$ cat config.mk
export PLATFORM = sky130hd
export DESIGN_NAME = strict_priority_three_queue
export DESIGN_NICKNAME = d
export VERILOG_FILES = /design/src/sv/spq_pkg.sv /design/src/sv/spq_ram.sv /design/src/sv/spq_ctrl.sv /design/src/sv/spq_dp.sv /design/src/sv/strict_priority_three_queue.sv
export SDC_FILE = /design/constraint.sdc
export NUM_CORES = 2
export LEC_CHECK = 0
export ABC_AREA = 1
export BUFFER_PORTS_ARGS = -buffer_cell sky130_fd_sc_hd__buf_4
export CAP_MARGIN = 15
export CELL_PAD_IN_SITES_DETAIL_PLACEMENT = 1
export CELL_PAD_IN_SITES_GLOBAL_PLACEMENT = 2
export CORE_MARGIN = 2
export CORE_UTILIZATION = 43
export CTS_CLUSTER_DIAMETER = 60
export DETAILED_ROUTE_END_ITERATION = 8
export PLACE_DENSITY = 0.78
export SLEW_MARGIN = 20
export SYNTH_ARGS = -nofsm -noshare
export SYNTH_HDL_FRONTEND = slang
export SYNTH_SLANG_ARGS = --single-unit
$ cat constraint.sdc
create_clock -name clk -period 8.4 [get_ports clk]
set_clock_uncertainty 0.05 [all_clocks]
set_input_delay 0.84 -clock clk [delete_from_list [all_inputs] [get_ports clk]]
set_output_delay 0.84 -clock clk [all_outputs]
set_load 0.005 [all_outputs]
$ cat src/sv/spq_pkg.sv
// Shared types, sizes and codes for the three-class strict priority queue.
package spq_pkg;

  localparam int QUEUE_DEPTH = 16;
  localparam int NUM_CLASSES = 3;
  localparam int SLOTS       = NUM_CLASSES * QUEUE_DEPTH;
  localparam int ADDR_W      = $clog2(SLOTS);
  localparam int IDX_W       = $clog2(QUEUE_DEPTH);
  localparam int CNT_W       = $clog2(QUEUE_DEPTH + 1);
  localparam int JOBS_W      = $clog2(SLOTS + 1);
  localparam int PAGES_W     = $clog2(SLOTS * 65535 + 1);
  localparam int JOBS_MAX    = 63;
  localparam int PAGES_MAX   = 4194303;

  typedef logic [1:0] class_t;
  localparam class_t CLASS_URGENT   = 2'd0;
  localparam class_t CLASS_PRIORITY = 2'd1;
  localparam class_t CLASS_NORMAL   = 2'd2;
  localparam class_t CLASS_INVALID  = 2'd3;

  localparam logic CMD_ENQUEUE = 1'b0;
  localparam logic CMD_SERVE   = 1'b1;

  typedef logic [1:0] status_t;
  localparam status_t ST_QUEUED  = 2'd0;
  localparam status_t ST_SERVED  = 2'd1;
  localparam status_t ST_EMPTY   = 2'd2;
  localparam status_t ST_DROPPED = 2'd3;

  typedef struct packed {
    logic        command;
    class_t      job_class;
    logic [15:0] job_id;
    logic [23:0] job_size;
    logic [15:0] job_pages;
    logic [11:0] job_year;
  } job_t;

  typedef struct packed {
    status_t     status;
    class_t      served_class;
    logic [15:0] out_id;
    logic [23:0] out_size;
    logic [15:0] out_pages;
    logic [11:0] out_year;
    logic [5:0]  total_jobs;
    logic [21:0] total_pages;
  } result_t;

  typedef struct packed {
    logic [15:0] id;
    logic [23:0] size;
    logic [15:0] pages;
    logic [11:0] year;
  } entry_t;

  localparam int ENTRY_W = $bits(entry_t);

  typedef struct packed {
    logic take;
    logic fetch;
  } ctrl_cmd_t;

  typedef struct packed {
    logic serve_hit;
  } ctrl_stat_t;

endpackage

$ cat src/sv/spq_ram.sv
// Generic single-write, single-read RAM with registered read data.
module spq_ram #(
  parameter int WIDTH = 8,
  parameter int DEPTH = 16
) (
  input  logic                     clk,
  input  logic                     we,
  input  logic [$clog2(DEPTH)-1:0] waddr,
  input  logic [WIDTH-1:0]         wdata,
  input  logic                     re,
  input  logic [$clog2(DEPTH)-1:0] raddr,
  output logic [WIDTH-1:0]         rdata
);

  logic [WIDTH-1:0] mem [DEPTH];

  always_ff @(posedge clk) begin
    if (we) begin
      mem[waddr] <= wdata;
    end
    if (re) begin
      rdata <= mem[raddr];
    end
  end

endmodule

$ cat src/sv/spq_ctrl.sv
// Controller: request handshake sequencing for the strict priority queue.
module spq_ctrl import spq_pkg::*; (
  input  logic       clk,
  input  logic       rst,
  input  logic       job_valid,
  input  logic       result_stall,
  input  ctrl_stat_t stat,
  output logic       job_stall,
  output logic       result_valid,
  output ctrl_cmd_t  cmd
);

  typedef enum logic [1:0] {S_IDLE, S_FETCH, S_SEND} state_t;

  state_t state;

  always_ff @(posedge clk) begin
    if (rst) begin
      state        <= S_IDLE;
      result_valid <= 1'b0;
    end else begin
      case (state)
        S_IDLE: begin
          if (job_valid) begin
            if (stat.serve_hit) begin
              state <= S_FETCH;
            end else begin
              state        <= S_SEND;
              result_valid <= 1'b1;
            end
          end
        end
        S_FETCH: begin
          state        <= S_SEND;
          result_valid <= 1'b1;
        end
        S_SEND: begin
          if (!result_stall) begin
            state        <= S_IDLE;
            result_valid <= 1'b0;
          end
        end
        default: begin
          state        <= S_IDLE;
          result_valid <= 1'b0;
        end
      endcase
    end
  end

  always_comb begin
    job_stall = (state != S_IDLE);
    cmd.take  = (state == S_IDLE) && job_valid;
    cmd.fetch = (state == S_FETCH);
  end

endmodule

$ cat src/sv/spq_dp.sv
// Datapath: queue storage, per-class pointers and counts, running totals.
module spq_dp import spq_pkg::*; (
  input  logic       clk,
  input  logic       rst,
  input  job_t       job,
  input  ctrl_cmd_t  cmd,
  output ctrl_stat_t stat,
  output result_t    result
);

  logic [IDX_W-1:0]   head  [NUM_CLASSES];
  logic [IDX_W-1:0]   tail  [NUM_CLASSES];
  logic [CNT_W-1:0]   count [NUM_CLASSES];
  logic [JOBS_W-1:0]  jobs_sum;
  logic [PAGES_W-1:0] pages_sum;
  status_t            status;
  class_t             served_class;

  logic              class_ok;
  class_t            enq_cls;
  class_t            srv_cls;
  logic              enq_ok;
  logic              any_queued;
  logic              is_serve;
  logic              wr_en;
  logic              rd_en;
  logic [ADDR_W-1:0] waddr;
  logic [ADDR_W-1:0] raddr;
  entry_t            wdata;
  entry_t            rdata;
  logic              served;

  function automatic logic [ADDR_W-1:0] slot(input class_t cls, input logic [IDX_W-1:0] idx);
    logic [ADDR_W-1:0] base;
    base = ADDR_W'(cls) * ADDR_W'(QUEUE_DEPTH);
    return base + ADDR_W'(idx);
  endfunction

  function automatic logic [IDX_W-1:0] advance(input logic [IDX_W-1:0] idx);
    return (idx == IDX_W'(QUEUE_DEPTH - 1)) ? '0 : idx + IDX_W'(1);
  endfunction

  always_comb begin
    is_serve       = (job.command == CMD_SERVE);
    class_ok       = (job.job_class != CLASS_INVALID);
    enq_cls        = class_ok ? job.job_class : CLASS_URGENT;
    enq_ok         = class_ok && (count[enq_cls] != CNT_W'(QUEUE_DEPTH));
    any_queued     = (count[0] != '0) || (count[1] != '0) || (count[2] != '0);
    srv_cls        = (count[0] != '0) ? CLASS_URGENT :
                     (count[1] != '0) ? CLASS_PRIORITY : CLASS_NORMAL;
    stat.serve_hit = is_serve && any_queued;
    wr_en          = cmd.take && !is_serve && enq_ok;
    rd_en          = cmd.take && stat.serve_hit;
    waddr          = slot(enq_cls, tail[enq_cls]);
    raddr          = slot(srv_cls, head[srv_cls]);
    wdata.id       = job.job_id;
    wdata.size     = job.job_size;
    wdata.pages    = job.job_pages;
    wdata.year     = job.job_year;
  end

  spq_ram #(
    .WIDTH(ENTRY_W),
    .DEPTH(SLOTS)
  ) u_ram (
    .clk  (clk),
    .we   (wr_en),
    .waddr(waddr),
    .wdata(wdata),
    .re   (rd_en),
    .raddr(raddr),
    .rdata(rdata)
  );

  always_ff @(posedge clk) begin
    if (rst) begin
      for (int c = 0; c < NUM_CLASSES; c++) begin
        head[c]  <= '0;
        tail[c]  <= '0;
        count[c] <= '0;
      end
      jobs_sum     <= '0;
      pages_sum    <= '0;
      status       <= ST_QUEUED;
      served_class <= CLASS_URGENT;
    end else begin
      if (wr_en) begin
        tail[enq_cls]  <= advance(tail[enq_cls]);
        count[enq_cls] <= count[enq_cls] + CNT_W'(1);
        jobs_sum       <= jobs_sum + JOBS_W'(1);
        pages_sum      <= pages_sum + PAGES_W'(job.job_pages);
      end
      if (rd_en) begin
        head[srv_cls]  <= advance(head[srv_cls]);
        count[srv_cls] <= count[srv_cls] - CNT_W'(1);
        jobs_sum       <= jobs_sum - JOBS_W'(1);
      end
      if (cmd.take) begin
        if (is_serve) begin
          status <= any_queued ? ST_SERVED : ST_EMPTY;
        end else begin
          status <= enq_ok ? ST_QUEUED : ST_DROPPED;
        end
        served_class <= rd_en ? srv_cls : CLASS_URGENT;
      end
      if (cmd.fetch) begin
        pages_sum <= pages_sum - PAGES_W'(rdata.pages);
      end
    end
  end

  always_comb begin
    served              = (status == ST_SERVED);
    result.status       = status;
    result.served_class = served_class;
    result.out_id       = served ? rdata.id    : '0;
    result.out_size     = served ? rdata.size  : '0;
    result.out_pages    = served ? rdata.pages : '0;
    result.out_year     = served ? rdata.year  : '0;
    result.total_jobs   = (32'(jobs_sum) > JOBS_MAX) ? 6'(JOBS_MAX) : 6'(jobs_sum);
    result.total_pages  = (32'(pages_sum) > PAGES_MAX) ? 22'(PAGES_MAX) : 22'(pages_sum);
  end

endmodule

$ cat src/sv/strict_priority_three_queue.sv
// Three-class strict priority job queue, top level.
// Timing: an enqueue or an empty/dropped request shows its result in the cycle after
// acceptance; a serve passes S_FETCH, where the pages total drops, before S_SEND.
// A new request is taken only in S_IDLE; job_stall holds it until the last result leaves.
// Reset (rst, synchronous): all queues empty, totals zero; RAM contents are not cleared.
module strict_priority_three_queue import spq_pkg::*; (
  input  logic    clk,
  input  logic    rst,
  input  logic    job_valid,
  output logic    job_stall,
  input  job_t    job,
  output logic    result_valid,
  input  logic    result_stall,
  output result_t result
);

  ctrl_cmd_t  cmd;
  ctrl_stat_t stat;

  spq_ctrl u_ctrl (
    .clk         (clk),
    .rst         (rst),
    .job_valid   (job_valid),
    .result_stall(result_stall),
    .stat        (stat),
    .job_stall   (job_stall),
    .result_valid(result_valid),
    .cmd         (cmd)
  );

  spq_dp u_dp (
    .clk   (clk),
    .rst   (rst),
    .job   (job),
    .cmd   (cmd),
    .stat  (stat),
    .result(result)
  );

endmodule
==> flow_summary.ini <==
[status]
status = completed

[drt]
post_drt_wl_per_cell_um = 27.1
drt_wl_total_um = 507000
drt_iter0_markers = 9135
vias = 106000
drcViolationCount = 0
ant_nets = 0
drt_pre_antenna_iters = 6
via_per_inst = 5.66

[setup_path]
cp_top_family = simple AND/OR/NAND/NOR gates
cpPeakStageDelay_ps = 860
cp-endpoint = u_dp.u_ram.rdata[42]
path_cells = nor2_1 > nand2_1 > nor2_4 > nand3_4 > nand3_4 > buf_12 > buf_4 > nand2_1 > a211oi_1 > nand2_1 > nand3_1 > nand2_1
critPathMostFrequentCell = nand2_1
end_kind = flip-flop
r2r_start = u_dp.count[0][2]
reg2reg_to = u_dp.u_ram.rdata[42]
cp-start-kind = flip-flop
crit_cells = 12
worst_ep_required_time_ps = 9030
rr_worst_depth = 12
crit_type = reg2reg
rrSetupSlack_ps = 2540
worst-path-buf-inv = 2
crit_path_start = u_dp.count[0][2]
path_max_fanout = 140
cp.arrival_ps = 6500
cp_slowest_cell = nand3_4

[clock_network]
ctsHoldBuffers = 0
clk_pin_slew_ps = 60
postCtsSetupBuffers = 0
clock-sinks = 3415
cts_resized = 0
clk_latency_ps = 940
cts_buffers = 382
htree_levels = 5
cts_tree = yes
cts-root-buf = clkbuf_16
max-clock-path-buffers = 4

[synth]
ys_seq_area_share_pct = 68.6
yosysUniqueCellTypes = 49
ys_warn_count = 0
ys_ff_latch = 3415
syn_area_per_cell_um2 = 10.7
synth_area_um2 = 149000
synth_nets = 14000
synthCells = 13900

[flow_run]
max_cap_violations = 0

[grt]
grt_pass1_vias = 111000
grt_max_degree = 161
grt.total_usage_pct = 28.5
grt_pass1_wl_um = 742000
grt_overflow_total = 0
antenna_found_initial = 25

[timing]
fmax_ghz = 0.171
setup_viol = 0
drv_slew = 0
hold_viol_final = 0
worst_pin_slew_ps = 1100
rsz0062_at_grt = false
maxSlewHeadroom_pct = 26.1
period_needed_ps = 5860
fin_tns_setup_ps = 0
period_share_pct = 69.8
layout_setup_ws_ps = 2540

[die]
die_h_um = 593
core-area_um2 = 345000
dieWidth_um = 593
die_area_um2 = 351000
rows = 216
initial_core_util_pct = 43.1
io_pins = 177

[layout]
num-nets-final = 13900
drive_gt1_share_pct = 7.53
nFillCells = 36800
postLayoutCoreUtil_pct = 48.5
syn2layout_area_growth_pct = 12.4

[placement]
port_buffers = 176
routabilityCongestion = 0.836
hpwl_um = 278000
dp_worst_setup_slack_ps = 1930

[pwr]
cellPowerDensity_nw_per_um2 = 239
p_leak_nw = 67.3
vdd_drop_max_v = 0.000184

[hold_path]
hold_path.class = in2reg
-- Yosys cell counts (all sizes together) --
| master | number | area [um^2] |
|---|---|---|
| a32oi | 4 | 35.0 |
| a21oi | 296 | 1480 |
| edfxtp | 3380 | 101000 |
| or2 | 64 | 400 |
| o311ai | 1 | 8.76 |
| inv | 2116 | 7940 |
| nor3b | 6 | 45.0 |
| o21bai | 3 | 22.5 |
| nand3 | 1503 | 7560 |
| ha | 35 | 438 |
| xnor2 | 15 | 131 |
| clkbuf | 390 | 1460 |
| xor2 | 17 | 149 |
| a22oi | 1 | 7.51 |
| o21a | 6 | 45.0 |
| nor3 | 64 | 320 |
| o22ai | 52 | 325 |
| fa | 2 | 40.0 |
| a21o | 6 | 45.0 |
| o211a | 53 | 531 |
| nand2b | 1 | 6.26 |
| o2bb2ai | 52 | 455 |
| nand4 | 803 | 5020 |
| a31oi | 9 | 56.3 |
| o21ai | 439 | 2210 |
| o31ai | 1 | 7.51 |
| nand3b | 4 | 33.8 |
| a21boi | 1 | 7.51 |
| o221ai | 1 | 8.76 |
| clkinv | 3 | 11.3 |
| buf | 494 | 2370 |
| dfxtp | 35 | 701 |
| nor4 | 1 | 6.26 |
| o211ai | 27 | 203 |
| nand2 | 3208 | 12000 |
| a211oi | 55 | 413 |
| a32o | 1 | 10.0 |
| nor2 | 766 | 2890 |
-- kinds of logic (layout without fill, tap and decap cells) --
| kind of cell | count (synthesis) | after routing | share of synthesized area [%] |
|---|---|---|---|
| buf+inv | 3003 | 3214 | 7.92 |
| flops | 3415 | 3415 | 68.6 |
| compound gates | 1008 | 1008 | 3.94 |
| xor+xnor | 32 | 32 | 0.188 |
| other cells | 0 | 18 | 0 |
| fa+ha+maj | 37 | 37 | 0.321 |
| simple gates | 6420 | 6420 | 19.0 |
-- cells in the final DEF (no fill, tap or decap), drive strengths merged, types with 53 or more instances in the layout --
cell type and count:
edfxtp 3380, nand2 3208, inv 2134, nand3 1503
nand4 803, nor2 766, clkbuf 475, o21ai 439
buf 409, a21oi 296, clkinv 147, nor3 64
or2 64, a211oi 55, o211a 53
-- power by group --
part	switching [W]	internal [W]	total, W
registers	0.0000799	0.0189	0.0189
clock network	0.00697	0.00949	0.0165
logic	0.00348	0.00118	0.00465
total	0.0105	0.0295	0.0401
-- state kept, by name (all words and copies together) (netlist names) --
register,count
u_dp.head,12
u_dp.jobs_sum,6
u_ctrl.result_valid,1
u_ctrl.state,2
u_dp.count,20
u_dp.u_ram.mem,3264
u_dp.u_ram.rdata,68
u_dp.tail,16
u_dp.status,2
u_dp.pages_sum,22
u_dp.served_class,2
-- final cells by class --
type                    count  area [um^2]  share of cell area [%]
flip-flops and latches   3415       102000                    61.1
multi-input cells        7497        35400                    21.2
diodes                     18         45.0                  0.0269
clock buffers             475        10100                    6.02
well taps                4578         5730                    3.42
inverters                2119         7970                    4.76
clock inverters           211         2030                    1.21
repair buffers            409         3900                    2.33
-- through the flow --
stage          area [um^2]  cells  power (W)  hold slack [ps]
2_1_floorplan       149000  13900     0.0220              396
3_3_place_gp        155000  18000     0.0238              390
3_5_place_dp        155000  18000     0.0239              398
4_1_cts             167000  18700     0.0403             40.5
5_1_grt             167000  18700     0.0413             86.4
6_report            167000  18700     0.0401              113
-- layer usage --
layer	vias up	wire length, um	part of all wire, %	GRT usage (%)
met5	-	27	0.0053	0
met4	4	21300	4.2	11.7
met3	807	26000	5.1	2.89
met2	3152	249000	49	49.1
met1	55100	210000	41	36.9
li1	47000	-	-	-
-- how the worst min path moves through the flow --
stage | from | end | slack, ps | depth (start not counted)
floorplan | u_dp.jobs_sum[5] | u_dp.jobs_sum[5] | 400 | 1
global placement | u_dp.jobs_sum[5] | u_dp.jobs_sum[5] | 390 | 1
detailed placement | u_dp.jobs_sum[5] | u_dp.jobs_sum[5] | 400 | 1
CTS | rst | u_dp.pages_sum[21] | 40 | 2
global route | rst | u_dp.pages_sum[21] | 90 | 2
finish | rst | u_dp.pages_sum[21] | 110 | 2
(Power assumes the default switching activity.)
